File: config.mk
export PLATFORM = sky130hd
export DESIGN_NAME = per_module_frame_reassembly
export DESIGN_NICKNAME = d
export VERILOG_FILES = /design/src/design/pmfr_pkg.sv /design/src/design/pmfr_core.sv /design/src/design/per_module_frame_reassembly.sv
export SDC_FILE = /design/constraint.sdc
export NUM_CORES = 1
export LEC_CHECK = 0
export BUFFER_PORTS_ARGS = -buffer_cell sky130_fd_sc_hd__buf_2
export CAP_MARGIN = 30
export CELL_PAD_IN_SITES_DETAIL_PLACEMENT = 1
export CELL_PAD_IN_SITES_GLOBAL_PLACEMENT = 2
export CORE_AREA = 2 2 234 236
export DETAILED_ROUTE_END_ITERATION = 16
export DIE_AREA = 0 0 236 238
export PLACE_DENSITY = 0.76
export SLEW_MARGIN = 20
export SYNTH_ARGS = -nofsm -noshare
export SYNTH_HDL_FRONTEND = slang
export SYNTH_SLANG_ARGS = --single-unit
File: constraint.sdc
create_clock -name i_clk -period 7.6 [get_ports i_clk]
set_clock_uncertainty 0.15 [all_clocks]
set_input_delay 0.76 -clock i_clk [delete_from_list [all_inputs] [get_ports i_clk]]
set_output_delay 0.76 -clock i_clk [all_outputs]
set_load 0.005 [all_outputs]
File: src/design/pmfr_pkg.sv
// Package for the per-module frame reassembly tracker.
// Holds the request and result types, action codes and fixed constants.
// No dependencies.
package pmfr_pkg;

    typedef enum logic [2:0] {
        ACT_SHORT      = 3'd0,
        ACT_BAD_MODULE = 3'd1,
        ACT_DROPPED    = 3'd2,
        ACT_APPENDED   = 3'd3,
        ACT_STARTED    = 3'd4
    } t_action;

    localparam logic [15:0] MIN_DGRAM_LENGTH     = 16'd100;
    localparam logic [7:0]  BODY_SEGMENTS_RESET  = 8'd15;
    localparam logic        REG_BODY_SEGMENTS    = 1'b0;

    typedef struct packed {
        logic [15:0] datagram_length;
        logic [7:0]  module_id;
        logic [15:0] frame_serial;
        logic [7:0]  segment_serial;
    } t_request;

    typedef struct packed {
        t_action     action;
        logic        emit_valid;
        logic [7:0]  emit_module;
        logic [15:0] emit_serial;
        logic [7:0]  emit_count;
        logic        emit_complete;
        logic [31:0] frames_total;
    } t_result;

endpackage

File: src/design/pmfr_core.sv
// Per-module frame table and the decision logic for one request.
// Updates the table and the emitted-frame total when a request advances.
// Depends on pmfr_pkg.
module pmfr_core #(
    parameter int NUM_MODULES = 16
) (
    input  logic               i_clk,
    input  logic               i_rst_n,
    input  logic               i_advance,
    input  pmfr_pkg::t_request i_req,
    input  logic [7:0]         i_body_segments,
    output pmfr_pkg::t_result  o_res
);

    localparam int MW = (NUM_MODULES > 1) ? $clog2(NUM_MODULES) : 1;

    logic [NUM_MODULES-1:0] r_open;
    logic [15:0]            r_serial [NUM_MODULES];
    logic [7:0]             r_count  [NUM_MODULES];
    logic [31:0]            r_total;

    logic [MW-1:0] idx;
    logic          in_range;
    logic [8:0]    full;
    logic          cur_open;
    logic [15:0]   cur_serial;
    logic [7:0]    cur_count;
    logic [7:0]    inc_count;
    logic          emit;
    logic          wr_open;
    logic          n_open_bit;
    logic          wr_entry;
    logic          wr_serial;
    logic [7:0]    n_count;

    always_comb begin
        idx        = i_req.module_id[MW-1:0];
        in_range   = {1'b0, i_req.module_id} < 9'(NUM_MODULES);
        full       = {1'b0, i_body_segments} + 9'd1;
        cur_open   = r_open[idx];
        cur_serial = r_serial[idx];
        cur_count  = r_count[idx];
        inc_count  = (cur_count == 8'hFF) ? 8'hFF : cur_count + 8'd1;

        o_res      = '0;
        o_res.action = pmfr_pkg::ACT_SHORT;
        emit       = 1'b0;
        wr_open    = 1'b0;
        n_open_bit = 1'b0;
        wr_entry   = 1'b0;
        wr_serial  = 1'b0;
        n_count    = cur_count;

        if (i_req.datagram_length < pmfr_pkg::MIN_DGRAM_LENGTH) begin
            o_res.action = pmfr_pkg::ACT_SHORT;
        end else if (!in_range) begin
            o_res.action = pmfr_pkg::ACT_BAD_MODULE;
        end else if (i_req.segment_serial == 8'd0) begin
            emit = cur_open;
            o_res.emit_count    = cur_count;
            o_res.emit_complete = ({1'b0, cur_count} == full);
            wr_open    = 1'b1;
            n_open_bit = 1'b1;
            wr_entry   = 1'b1;
            wr_serial  = 1'b1;
            n_count    = 8'd1;
            o_res.action = pmfr_pkg::ACT_STARTED;
        end else if (!cur_open) begin
            o_res.action = pmfr_pkg::ACT_DROPPED;
        end else if (i_req.frame_serial == cur_serial) begin
            wr_entry = 1'b1;
            n_count  = inc_count;
            if ({1'b0, inc_count} == full) begin
                emit       = 1'b1;
                wr_open    = 1'b1;
                n_open_bit = 1'b0;
            end
            o_res.emit_count    = inc_count;
            o_res.emit_complete = 1'b1;
            o_res.action = pmfr_pkg::ACT_APPENDED;
        end else begin
            emit       = 1'b1;
            wr_open    = 1'b1;
            n_open_bit = 1'b0;
            o_res.emit_count    = cur_count;
            o_res.emit_complete = ({1'b0, cur_count} == full);
            o_res.action = pmfr_pkg::ACT_DROPPED;
        end

        o_res.emit_valid = emit;
        if (emit) begin
            o_res.emit_module = i_req.module_id;
            o_res.emit_serial = cur_serial;
        end else begin
            o_res.emit_count    = 8'd0;
            o_res.emit_complete = 1'b0;
        end
        o_res.frames_total = r_total + 32'(emit);
    end

    always_ff @(posedge i_clk) begin
        if (!i_rst_n) begin
            r_open  <= '0;
            r_total <= '0;
        end else if (i_advance) begin
            r_total <= o_res.frames_total;
            if (wr_open) begin
                r_open[idx] <= n_open_bit;
            end
        end
    end

    always_ff @(posedge i_clk) begin
        if (i_advance && wr_entry) begin
            r_count[idx] <= n_count;
            if (wr_serial) begin
                r_serial[idx] <= i_req.frame_serial;
            end
        end
    end

endmodule

File: src/design/per_module_frame_reassembly.sv
// Per-module frame reassembly tracker, top level.
// Input channel takes one datagram header per request: length, module id,
// frame serial and segment serial. Output channel returns one result per
// request: action, the frame handed on (if any) and the running total of
// frames handed on. Both channels use valid/ready.
// A request passes through the input register, the table lookup and update,
// and the result register.
// Throughput: one request per cycle while the receiver does not stall; the
// per-module table is read and written between the input and result registers.
// When the receiver stalls, the result register holds and the input register
// fills; the input side stops only once both are full.
// Reset clears all open-frame flags, the frame total and the valid flags of
// both pipeline registers, and sets body_segments to 15. body_segments is
// written via the APB port at byte address 0; the user must write it only
// while the block is idle (not enforced). Depends on pmfr_pkg and pmfr_core.
module per_module_frame_reassembly #(
    parameter int NUM_MODULES = 16
) (
    input  logic        i_clk,
    input  logic        i_rst_n,
    input  logic        i_in_valid,
    output logic        o_in_ready,
    input  logic [15:0] i_datagram_length,
    input  logic [7:0]  i_module_id,
    input  logic [15:0] i_frame_serial,
    input  logic [7:0]  i_segment_serial,
    output logic        o_out_valid,
    input  logic        i_out_ready,
    output logic [2:0]  o_action,
    output logic        o_emit_valid,
    output logic [7:0]  o_emit_module,
    output logic [15:0] o_emit_serial,
    output logic [7:0]  o_emit_count,
    output logic        o_emit_complete,
    output logic [31:0] o_frames_total,
    input  logic        psel,
    input  logic        penable,
    input  logic        pwrite,
    input  logic [2:0]  paddr,
    input  logic [31:0] pwdata,
    output logic [31:0] prdata,
    output logic        pready
);

    logic               r_in_valid;
    pmfr_pkg::t_request r_in_req;
    logic               r_out_valid;
    pmfr_pkg::t_result  r_out_res;
    logic [7:0]         r_body;
    logic               advance;
    pmfr_pkg::t_result  n_res;

    assign pready     = 1'b1;
    assign advance    = r_in_valid && (!r_out_valid || i_out_ready);
    assign o_in_ready = !r_in_valid || advance;

    always_comb begin
        if (paddr[2] == pmfr_pkg::REG_BODY_SEGMENTS) begin
            prdata = {24'd0, r_body};
        end else begin
            prdata = '0;
        end
    end

    always_ff @(posedge i_clk) begin
        if (!i_rst_n) begin
            r_body <= pmfr_pkg::BODY_SEGMENTS_RESET;
        end else if (psel && penable && pwrite && pready &&
                     paddr[2] == pmfr_pkg::REG_BODY_SEGMENTS) begin
            r_body <= pwdata[7:0];
        end
    end

    always_ff @(posedge i_clk) begin
        if (!i_rst_n) begin
            r_in_valid  <= 1'b0;
            r_out_valid <= 1'b0;
        end else begin
            if (o_in_ready) begin
                r_in_valid <= i_in_valid;
            end
            if (advance) begin
                r_out_valid <= 1'b1;
            end else if (i_out_ready) begin
                r_out_valid <= 1'b0;
            end
        end
    end

    always_ff @(posedge i_clk) begin
        if (o_in_ready && i_in_valid) begin
            r_in_req.datagram_length <= i_datagram_length;
            r_in_req.module_id       <= i_module_id;
            r_in_req.frame_serial    <= i_frame_serial;
            r_in_req.segment_serial  <= i_segment_serial;
        end
        if (advance) begin
            r_out_res <= n_res;
        end
    end

    pmfr_core #(
        .NUM_MODULES(NUM_MODULES)
    ) u_core (
        .i_clk          (i_clk),
        .i_rst_n        (i_rst_n),
        .i_advance      (advance),
        .i_req          (r_in_req),
        .i_body_segments(r_body),
        .o_res          (n_res)
    );

    assign o_out_valid     = r_out_valid;
    assign o_action        = r_out_res.action;
    assign o_emit_valid    = r_out_res.emit_valid;
    assign o_emit_module   = r_out_res.emit_module;
    assign o_emit_serial   = r_out_res.emit_serial;
    assign o_emit_count    = r_out_res.emit_count;
    assign o_emit_complete = r_out_res.emit_complete;
    assign o_frames_total  = r_out_res.frames_total;

    a_quiet_fields: assert property (@(posedge i_clk) disable iff (!i_rst_n)
        o_out_valid && !o_emit_valid |->
            o_emit_module == 8'd0 && o_emit_serial == 16'd0 &&
            o_emit_count == 8'd0 && !o_emit_complete)
        else $error("emit fields set without a frame handed on");

    a_drop_no_emit: assert property (@(posedge i_clk) disable iff (!i_rst_n)
        o_out_valid && (r_out_res.action == pmfr_pkg::ACT_SHORT ||
                        r_out_res.action == pmfr_pkg::ACT_BAD_MODULE) |->
            !o_emit_valid)
        else $error("rejected request handed on a frame");

    a_complete_count: assert property (@(posedge i_clk) disable iff (!i_rst_n)
        o_out_valid && o_emit_complete |->
            {1'b0, o_emit_count} == {1'b0, r_body} + 9'd1)
        else $error("complete frame with wrong count");

    a_append_complete: assert property (@(posedge i_clk) disable iff (!i_rst_n)
        o_out_valid && o_emit_valid &&
            r_out_res.action == pmfr_pkg::ACT_APPENDED |-> o_emit_complete)
        else $error("append handed on an incomplete frame");

    a_total_step: assert property (@(posedge i_clk) disable iff (!i_rst_n)
        $past(advance) && $past(r_out_valid) && $past(i_rst_n) |->
            r_out_res.frames_total ==
                $past(r_out_res.frames_total) + 32'(r_out_res.emit_valid))
        else $error("frame total out of step");

endmodule

==> flow_summary_export.csv, run 1 <==
group,metric,value,unit
run_status,status,"completed",
grt,antenna_found_initial,0,
yosys,syn_avg_cell_area,16.3,sq um
sta,grt_setup_unrepaired,"false",
pwr,seq_power_share,51.7,%
pwr,combPwrFrac,7.2,%
yosys,synth_flop_cell,"edfxtp_1",
pwr,ir_drop,234,uV
route,wl,58000,um
yosys,syn_inst,1435,
finish,final_core_util,50.0,%
sta,max_freq,143,MHz
pwr,power.switching,1.50,mW
worst_setup_path,cp.required,7.92,ns
worst_setup_path,crit_path_frequent_cell,"and2_1",
worst_setup_path,cp-start-kind,"flop",
cts,clkTransAtPathRegs,0.06,ns
worst_setup_path,r2r_slack,0.59,ns
route,ant_nets,0,
cts,postCtsSetupBuffers,0,
floorplanning,io_pins,194,
sta,max-slew-margin-rel,35.5,%
floorplanning,dieArea,56200,sq um
cts,cts-root-buf,"clkbuf_16",
worst_setup_path,crit_slowest_cell,"or4_1",
placement,dpl.hpwl,35800,um
placement,dp.cells,2248,
yosys,synthArstFlopShare,0,%
yosys,synth.cell_area,23400,sq um
route,drt_first_pass_iters,5,
floorplanning,die_h,238,um
yosys,netlist-cell-type-count,72,
grt,grt_overflow,0,
grt,grt_max_degree,65,
placement,io_buffers,140,
sta,hold_viol,0,
route,via_per_inst,5.63,
job,cap_violations,0,
cts,htreeDepth,2,
placement,gp_congestion,0.784,
hold_path,hold_path.class,"in -> reg",
pwr,leakagePower,8.75,nW
worst_setup_path,cp_max_fo,11,
pwr,netSwitchingFraction,22.5,%
finish,num-nets-final,1708,
grt,grt_pass1_wl,87700,um
cts,insertion_delay,0.61,ns
yosys,ys_seq_elements,561,
floorplanning,die_w,236,um
grt,grt_pass1_vias,13884,
finish,drive_gt1_share,26.6,%
pwr,p_int,5.18,mW
floorplanning,rows,85,
pwr,total_power,6.69,mW
sta,tns,0,ns
cts,numClockSinks,561,
finish,n_antenna_cell,0,
route,vias,13261,
cts,cts_tree,"built",
finish,syn_to_final_growth,14.5,%
sta,drv_slew,0,
hold_path,min_from,"i_frame_serial[11]",
yosys,synth_edf_count,499,
sta,period_share,92.2,%
cts,holdBufCountCts,0,
floorplanning,start_util,43.7,%
yosys,yosysSeqAreaShare,69.4,%
sta,min_period,7.01,ns
hold_path,min_to,"r_in_req[19]$_DFFE_PP_",
cts,numCtsBuffers,57,
worst_setup_path,critPathKind,"reg -> reg",
grt,grt.total_usage,20.8,%
hold_path,holdPathStages,1,
yosys,yosys_warnings,0,
route,drtIter0Drc,1037,
worst_setup_path,cpPeakStageDelay,0.67,ns
cts,cts.path.max_buffers,3,
route,drc,0,
floorplanning,core,53500,sq um
pwr,p_per_area,250,nW/um^2
sta,setup_viol,0,
worst_setup_path,cp-end-kind,"flop",
worst_setup_path,worstPathArrival,7.33,ns
worst_setup_path,r2r-end,"u_core.r_total[31]$_SDFFE_PN0P_",
worst_setup_path,cp_cell_sequence,"mux4_2, and2_1, o21ai_0, and2_1, inv_2, ha_1, nand2_1, o22a_1, a2bb2oi_1, o32ai_1, nor4b_2, o2111ai_1, o31a_2, nor2_1, ha_1, nand3_1, or4_1, or4_1, nor3_2, and3_1, and2_1, nand3_1, xor2_1, nor2_1",
pwr,p_clk_share,41.0,%
worst_setup_path,ff2ff_path_depth,24,
route,wl_per_cell,24.6,um
sta,worstMarginPinSlew,0.967,ns
finish,layout.cells.non_filler,2356,
cells in the mapped netlist (4+ instances only):
cell      instances  share of area (%)
dfxtp_1          62                5.3
nand4_1          20               0.54
and3_1           13               0.35
nor3b_1          20               0.64
buf_4            30               0.96
or4_1            11               0.35
buf_6             4               0.19
xor2_1           38                1.4
or2_2             4               0.11
and4_1            4               0.15
nand2b_1          5               0.13
nor4_1           23               0.62
mux4_2          117                 11
o211ai_1          6               0.19
mux2i_1           5               0.21
buf_2            17               0.36
nor2_1           97                1.6
mux2_2            4               0.19
nand3_1          48                1.0
ha_1              4               0.21
clkbuf_1         43               0.69
xnor2_1          47                1.8
o21ai_0          33               0.71
and2_1           19               0.51
a211oi_1          4               0.13
nor3_1            9               0.19
nand2_1          97                1.6
edfxtp_1        499                 64
nor2b_1          17               0.46
inv_1            10               0.16
nor4_2            6               0.32
a21oi_1          38               0.81
o31ai_1          18               0.58
or3_1            12               0.32
placed cells by master (no fill, tap or decap), drive strengths merged, types with 38 or more instances in the layout:
| cell | n |
|---|---|
| xor2 | 38 |
| nand2 | 97 |
| mux4 | 117 |
| clkbuf | 78 |
| dfxtp | 62 |
| nor2 | 97 |
| xnor2 | 47 |
| buf | 192 |
| a21oi | 38 |
| edfxtp | 499 |
| nand3 | 50 |
metal layers:
metal  track usage (%)  routed length [um]
met4              7.30                1640
met3              2.97                2820
met2              34.3               28300
met5                 0                   0
met1              28.5               25200
flip-flops by register name, indices dropped and copies added (netlist names), named ones only:
name / flops
u_core.r_serial: 256
o_out_valid: 1
o_frames_total: 32
o_emit_complete: 1
u_core.r_count: 128
r_in_valid: 1
r_in_req: 46
r_body: 8
u_core.r_total: 32
o_emit_serial: 16
o_emit_count: 8
u_core.r_open: 16
o_emit_valid: 1
o_action: 3
o_emit_module: 8
through the flow:
| step | setup WS (ns) | area (sq um) | hold WS [ns] |
|---|---|---|---|
| finish | 0.592 | 26800 | 0.172 |
| global route | 0.00303 | 26800 | 0.145 |
| CTS | 0.384 | 26700 | 0.137 |
| detailed placement | 0.452 | 24900 | 0.319 |
| global placement | 0.525 | 24900 | 0.297 |
| floorplan | 0.761 | 23500 | 0.291 |
cell type report:
cell class / count / area (sq um)
Clock inverter: 27 / 287
Timing Repair Buffer: 192 / 1120
Fill cell: 5100 / 26700
Tap cell: 696 / 871
Multi-Input combinational cell: 788 / 6680
Sequential cell: 561 / 16200
Clock buffer: 78 / 1520
Inverter: 14 / 55.1
worst max path at each step:
stage / start / endpoint / depth (start not counted) / slack, ns
3_3_place_gp: flop / u_core.r_total[31]$_SDFFE_PN0P_ / 24 / 0.53
2_1_floorplan: flop / o_frames_total[27]$_DFFE_PP_ / 31 / 0.76
4_1_cts: flop / u_core.r_total[29]$_SDFFE_PN0P_ / 24 / 0.38
3_5_place_dp: flop / u_core.r_total[31]$_SDFFE_PN0P_ / 24 / 0.45
5_1_grt: flop / o_frames_total[28]$_DFFE_PP_ / 25 / 0.003
6_report: flop / u_core.r_total[31]$_SDFFE_PN0P_ / 24 / 0.59
worst max-delay path: cells and delay by family, from the launching register on:
family	cells	cell delay (ns)
DFF	1	0.49
muxes	1	0.53
AOI/OAI and AO/OA	6	1.46
xor gates and xnor gates	1	0.18
adders and majority gates	2	0.48
buffers and inverters	1	0.14
and+or+nand+nor	13	3.41
power groups by stage:
stage	registers (mW)	clock network [mW]	logic, mW
floorplan	3.50	0	0.346
global placement	3.52	0	0.474
detailed placement	3.53	0	0.483
CTS	3.46	2.80	0.485
global route	3.46	2.92	0.525
finish	3.46	2.74	0.484
timing repair:
item                                    4_1_cts  5_1_grt
endpoints found under the setup margin        0       11
endpoints found under the hold margin         0        0
resized for setup                             0        4
logic make-up (layout without fill, tap and decap cells):
logic type	count (synthesis)	count (layout)	synth area share [%]
flops	561	561	69.4
other cells	2	29	0.0321
simple gates	418	418	9.37
mux	127	127	11.7
buf+inv	113	311	2.70
compound gates	125	125	3.30
fa+ha+maj	4	4	0.214
xor+xnor	85	85	3.19
No activity file was read; power rests on OpenSTA's default activity.
==> inputs of run 2 (changes only) <==
CORE_AREA = 2 2 245 247   (was 2 2 234 236)
DIE_AREA = 0 0 247 249   (was 0 0 236 238)
PLACE_DENSITY = 0.7   (was 0.76)
==> run 2 against run 1 <==
Setup slack improved by 0.037 ns; via count decreased by 0.36%; die area up 9.5%; global-route usage shrank 1.8 points; maximum frequency increased by 0.53%; worst hold slack worse by 0.032 ns; clock power up 7%; largest cell class unchanged; first-iteration DRC count is 20% higher; wire length is essentially flat.
==> flow_summary_export.csv, run 2 (synthesis results as in run 1) <==
group,metric,value,unit
route,wl_per_cell,23.7,um
grt,grt_pass1_vias,13776,
finish,drive_gt1_share,27.5,%
cts,clkTransAtPathRegs,0.06,ns
finish,layout_commonest_cell,"edfxtp_1",
pwr,combPwrFrac,7.1,%
floorplanning,io_pins,194,
pwr,total_power,6.87,mW
grt,antenna_found_initial,0,
sta,max_freq,143,MHz
sta,period_share,91.7,%
route,vias,13213,
grt,grt.total_usage,19.0,%
floorplanning,start_util,39.8,%
pwr,power.switching,1.58,mW
route,drt_first_pass_iters,6,
cts,postCtsSetupBuffers,0,
pwr,ir_drop,160,uV
route,ant_nets,0,
sta,setup_viol,0,
hold_path,hold_path.class,"in -> reg",
sta,worstMarginPinSlew,1.01,ns
worst_setup_path,cp-start-kind,"flop",
worst_setup_path,cp-end-kind,"flop",
finish,final_cell_mix,"edfxtp_1, buf_2, mux4_2",
hold_path,holdPathStages,1,
floorplanning,die_h,249,um
hold_path,min_from,"i_segment_serial[2]",
floorplanning,die_w,247,um
cts,cts_tree,"built",
floorplanning,dieArea,61500,sq um
finish,nFillCells,5731,
pwr,leakagePower,8.89,nW
worst_setup_path,r2r-end,"o_frames_total[31]$_DFFE_PP_",
grt,grt_max_degree,65,
cts,holdBufCountCts,0,
hold_path,min_to,"r_in_req[2]$_DFFE_PP_",
finish,top_register,"u_core.r_serial",
route,via_per_inst,5.40,
placement,io_buffers,140,
floorplanning,core,58700,sq um
floorplanning,rows,89,
cts,cts-root-buf,"clkbuf_16",
sta,drv_slew,0,
cts,ctsResizeCount,0,
worst_setup_path,worstPathArrival,7.21,ns
sta,hold_viol,0,
route,drc,0,
cts,cts.path.max_buffers,3,
run_status,status,"completed",
pwr,p_clk_share,42.5,%
finish,reg_top3,"u_core.r_serial: 256 flops, u_core.r_count: 128 flops, r_in_req: 46 flops",
pwr,p_int,5.29,mW
placement,dpl.hpwl,35700,um
placement,gp_congestion,0.787,
worst_setup_path,r2r_slack,0.63,ns
finish,num-nets-final,1719,
sta,grt_setup_unrepaired,"false",
grt,grt_pass1_wl,87700,um
cts,numClockSinks,561,
cts,insertion_delay,0.65,ns
worst_setup_path,ff2ff_path_depth,23,
pwr,netSwitchingFraction,23.0,%
finish,syn_to_final_growth,16.0,%
cts,htreeDepth,2,
sta,tns,0,ns
sta,max-slew-margin-rel,32.8,%
grt,grt_overflow,0,
cts,numCtsBuffers,59,
job,cap_violations,0,
pwr,p_per_area,254,nW/um^2
pwr,seq_power_share,50.3,%
finish,largest_reg_flops,256,
route,drtIter0Drc,1243,
sta,min_period,6.97,ns
route,wl,58100,um
worst_setup_path,critPathKind,"reg -> reg",
worst_setup_path,cp.required,7.84,ns
worst_setup_path,cp_max_fo,8,
-- run 2: cell count changes in the layout (fill, tap and decap cells not counted), sizes merged --
cell,previous run,this run
diode,0,1
bufinv,5,6
buf,192,201
clkbuf,78,68
inv,17,16
clkinvlp,5,8
clkinv,14,26
-- run 2: metal layers --
| layer | vias up | wire length, um | track usage, % |
|---|---|---|---|
| li1 | 5919 | - | - |
| met2 | 392 | 27700 | 30.5 |
| met4 | 0 | 1460 | 5.99 |
| met5 | - | 0 | 0 |
| met3 | 98 | 2820 | 2.59 |
| met1 | 6804 | 26100 | 27.0 |
-- run 2: how the worst max path moves through the flow --
stage	cells past startpoint	start	slack, ns	to
final	23	flop	0.63	o_frames_total[31]$_DFFE_PP_
after CTS	22	flop	0.59	o_frames_total[31]$_DFFE_PP_
after global placement	24	flop	0.68	u_core.r_total[31]$_SDFFE_PN0P_
after detailed placement	23	flop	0.61	u_core.r_total[29]$_SDFFE_PN0P_
after global routing	23	flop	0.006	o_frames_total[31]$_DFFE_PP_
after floorplan	31	flop	0.76	o_frames_total[27]$_DFFE_PP_
-- run 2: cell type report --
type	count	area [sq um]	share of cell area, %
Sequential cell	561	16200	59.9
Multi-Input combinational cell	788	6660	24.6
Clock buffer	68	1540	5.69
Timing Repair Buffer	201	1180	4.37
Tap cell	773	967	3.57
Clock inverter	42	452	1.67
Inverter	14	55.1	0.203
Antenna cell	1	2.50	0.00924
-- run 2: power groups by stage --
stage	combinational (mW)	sequential, mW	clock (mW)
floorplan	0.346	3.50	0
global placement	0.482	3.52	0
detailed placement	0.493	3.52	0
CTS	0.495	3.46	2.99
global route	0.536	3.46	3.10
finish	0.490	3.46	2.92
-- run 2: metrics by stage --
step	instances	area, sq um	util [%]	setup slack, ns	hold slack, ns
after global placement	2325	25000	42.6	0.684	0.298
after detailed placement	2333	25100	42.7	0.611	0.312
after global routing	2447	27100	46.2	0.00553	0.116
after CTS	2443	27100	46.1	0.592	0.101
after floorplan	1462	23500	-	0.761	0.291
final	2448	27100	46.2	0.629	0.140
-- run 2: critical path: stages, from the launching register on --
cell and delay (ns):
dfxtp_4 0.44, mux4_2 0.50, and2_1 0.18, o21ai_0 0.29
and2_1 0.29, inv_2 0.06, ha_1 0.22, nand2_1 0.10
o22a_1 0.25, a2bb2oi_1 0.20, o32ai_1 0.13, nor4b_2 0.35
o2111ai_1 0.15, o31a_2 0.34, nor2_1 0.18, ha_1 0.24
nand3_1 0.13, or4_1 0.63, or4_1 0.65, nor3_1 0.37
and3_1 0.27, and2_0 0.36, nand2_1 0.12, xnor2_1 0.14
==> inputs of run 3 (changes only) <==
CORE_AREA = 2 2 243 245   (was 2 2 245 247)
DIE_AREA = 0 0 245 247   (was 0 0 247 249)
PLACE_DENSITY = 0.69   (was 0.7)
SYNTH_HIERARCHICAL = 1   (was not set)
==> run 3 against run 2 <==
Sequential cell count decreased by 4; critical path depth decreased by 1; area after synthesis decreased by 1.7%; sequential power decreased by 1%; maximum frequency increased by 1.2%; register-to-register slack improved by 0.08 ns; critical path type unchanged; largest cell class unchanged; highest routed layer unchanged.
==> flow_summary_export.csv, run 3 <==
group,metric,value,unit
sta,max-slew-margin-rel,35.4,%
floorplanning,io_pins,194,
sta,min_period,6.89,ns
pwr,combPwrFrac,4.8,%
route,ant_nets,0,
sta,tns,0,ns
finish,largest_reg_flops,256,
floorplanning,die_h,247,um
worst_setup_path,r2r-end,"u_core/r_total[30]$_SDFFE_PN0P_",
run_status,status,"completed",
grt,grt_max_degree,75,
worst_setup_path,cp-end-kind,"flop",
worst_setup_path,r2r_slack,0.71,ns
cts,cts.path.max_buffers,3,
pwr,leakagePower,9.08,nW
cts,cts_tree,"built",
worst_setup_path,worstPathArrival,7.26,ns
hold_path,hold_path.class,"in -> reg",
worst_setup_path,ff2ff_path_depth,22,
worst_setup_path,worstReg2RegStart,"r_in_req[24]$_DFFE_PP_",
hold_path,holdPathStages,1,
pwr,p_clk_share,45.5,%
hold_path,min_from,"i_frame_serial[6]",
sta,max_freq,145,MHz
yosys,syn_avg_cell_area,17.0,sq um
cts,ctsResizeCount,0,
cts,numCtsBuffers,59,
pwr,p_int,5.39,mW
route,wl,54100,um
pwr,power.switching,1.47,mW
pwr,ir_drop,181,uV
finish,syn_to_final_growth,16.8,%
sta,period_share,90.7,%
route,drt_first_pass_iters,4,
sta,holdWs,0.125,ns
route,drtIter0Drc,697,
route,wl_per_cell,22.9,um
sta,worstMarginPinSlew,0.966,ns
grt,grt.total_usage,18.1,%
yosys,synth.cell_area,23000,sq um
floorplanning,rows,89,
floorplanning,core,58200,sq um
grt,antenna_found_initial,1,
floorplanning,die_w,245,um
placement,io_buffers,140,
placement,gp_congestion,0.744,
finish,top_register,"u_core/r_serial",
sta,hold_viol,0,
cts,clkTransAtPathRegs,0.06,ns
sta,grt_setup_unrepaired,"false",
route,via_per_inst,5.21,
placement,dpl.hpwl,33800,um
floorplanning,dieArea,60500,sq um
worst_setup_path,critPathKind,"reg -> reg",
finish,drive_gt1_share,29.3,%
finish,n_antenna_cell,0,
finish,final_cell_mix,"edfxtp_1, buf_2, mux4_2",
route,vias,12283,
grt,grt_pass1_wl,81400,um
sta,drv_slew,0,
worst_setup_path,cp_max_fo,20,
worst_setup_path,cp-start-kind,"flop",
pwr,seq_power_share,49.7,%
finish,reg_top3,"u_core/r_serial: 256 flops, u_core/r_count: 128 flops, r_in_req: 46 flops",
finish,num-nets-final,1629,
yosys,yosys_warnings,6,
hold_path,min_to,"r_in_req[14]$_DFFE_PP_",
route,drc,0,
cts,numClockSinks,557,
finish,layout_commonest_cell,"edfxtp_1",
finish,nFillCells,5646,
grt,grt_overflow,0,
cts,holdBufCountCts,0,
worst_setup_path,cp.required,7.97,ns
sta,setup_viol,0,
cts,insertion_delay,0.66,ns
cts,htreeDepth,2,
job,cap_violations,0,
yosys,syn_inst,1350,
cts,cts-root-buf,"clkbuf_16",
grt,grt_pass1_vias,12974,
pwr,p_per_area,256,nW/um^2
pwr,netSwitchingFraction,21.5,%
cts,postCtsSetupBuffers,0,
floorplanning,start_util,39.4,%
[run 3: cell type report]
class                      instances  area, sq um  area share, %
clock buffer                      66         1530           5.72
clock inverter                    46          607           2.26
inverter                           9         35.0          0.131
multi-input combinational        709         6330           23.6
sequential                       557        16100           60.2
tap                              773          967           3.61
timing repair buffer             199         1200           4.47
[run 3: per-stage QoR]
stage	worst slack, ns	instance area [sq um]	power, mW	instances	utilization, %
global placement	0.610	24600	3.80	2241	42.3
floorplan	1.31	23100	3.70	1376	-
CTS	0.605	26800	6.95	2355	46.0
finish	0.710	26800	6.87	2359	46.0
global route	0.107	26800	7.10	2359	46.0
detailed placement	0.606	24600	3.82	2243	42.3
[run 3: critical path, stage by stage, from the launching register on]
cell	delay, ns
edfxtp_1	0.93
buf_4	0.46
mux4_2	0.55
nand2_1	0.10
nand4_1	0.31
a31oi_1	0.35
mux2i_1	0.16
xnor2_1	0.19
a2111oi_4	0.31
a41oi_2	0.22
nor2b_4	0.19
ha_1	0.23
ha_1	0.22
and3_1	0.27
nand3_1	0.16
nor4_1	0.51
and3_1	0.30
and3_1	0.23
and3_1	0.22
and3_1	0.31
nand4_1	0.15
xor2_1	0.21
nor2_1	0.05
[run 3: power by group through the flow]
| stage | combinational, mW | sequential [mW] | clock [mW] |
|---|---|---|---|
| detailed placement | 0.333 | 3.48 | 0 |
| CTS | 0.335 | 3.42 | 3.20 |
| global placement | 0.327 | 3.48 | 0 |
| global route | 0.361 | 3.42 | 3.32 |
| finish | 0.329 | 3.42 | 3.12 |
| floorplan | 0.231 | 3.47 | 0 |
[run 3: layer usage]
metal / part of all wire (%) / track usage [%]
met4: 2.4 / 5.27
met2: 50 / 30.9
met5: 0 / 0
met1: 43 / 23.7
met3: 4.8 / 3.33
[run 3: worst max-delay path by stage]
stage | from | end | slack [ns] | cells past startpoint
after floorplan | i_out_ready | u_core/r_serial[7][0]$_DFFE_PP_ | 1.31 | 5
after global placement | r_in_req[24]$_DFFE_PP_ | u_core/r_total[28]$_SDFFE_PN0P_ | 0.61 | 22
after detailed placement | r_in_req[24]$_DFFE_PP_ | u_core/r_total[30]$_SDFFE_PN0P_ | 0.61 | 22
after CTS | r_in_req[24]$_DFFE_PP_ | u_core/r_total[30]$_SDFFE_PN0P_ | 0.61 | 22
after global routing | r_in_req[24]$_DFFE_PP_ | u_core/r_total[30]$_SDFFE_PN0P_ | 0.11 | 22
final | r_in_req[24]$_DFFE_PP_ | u_core/r_total[30]$_SDFFE_PN0P_ | 0.71 | 22
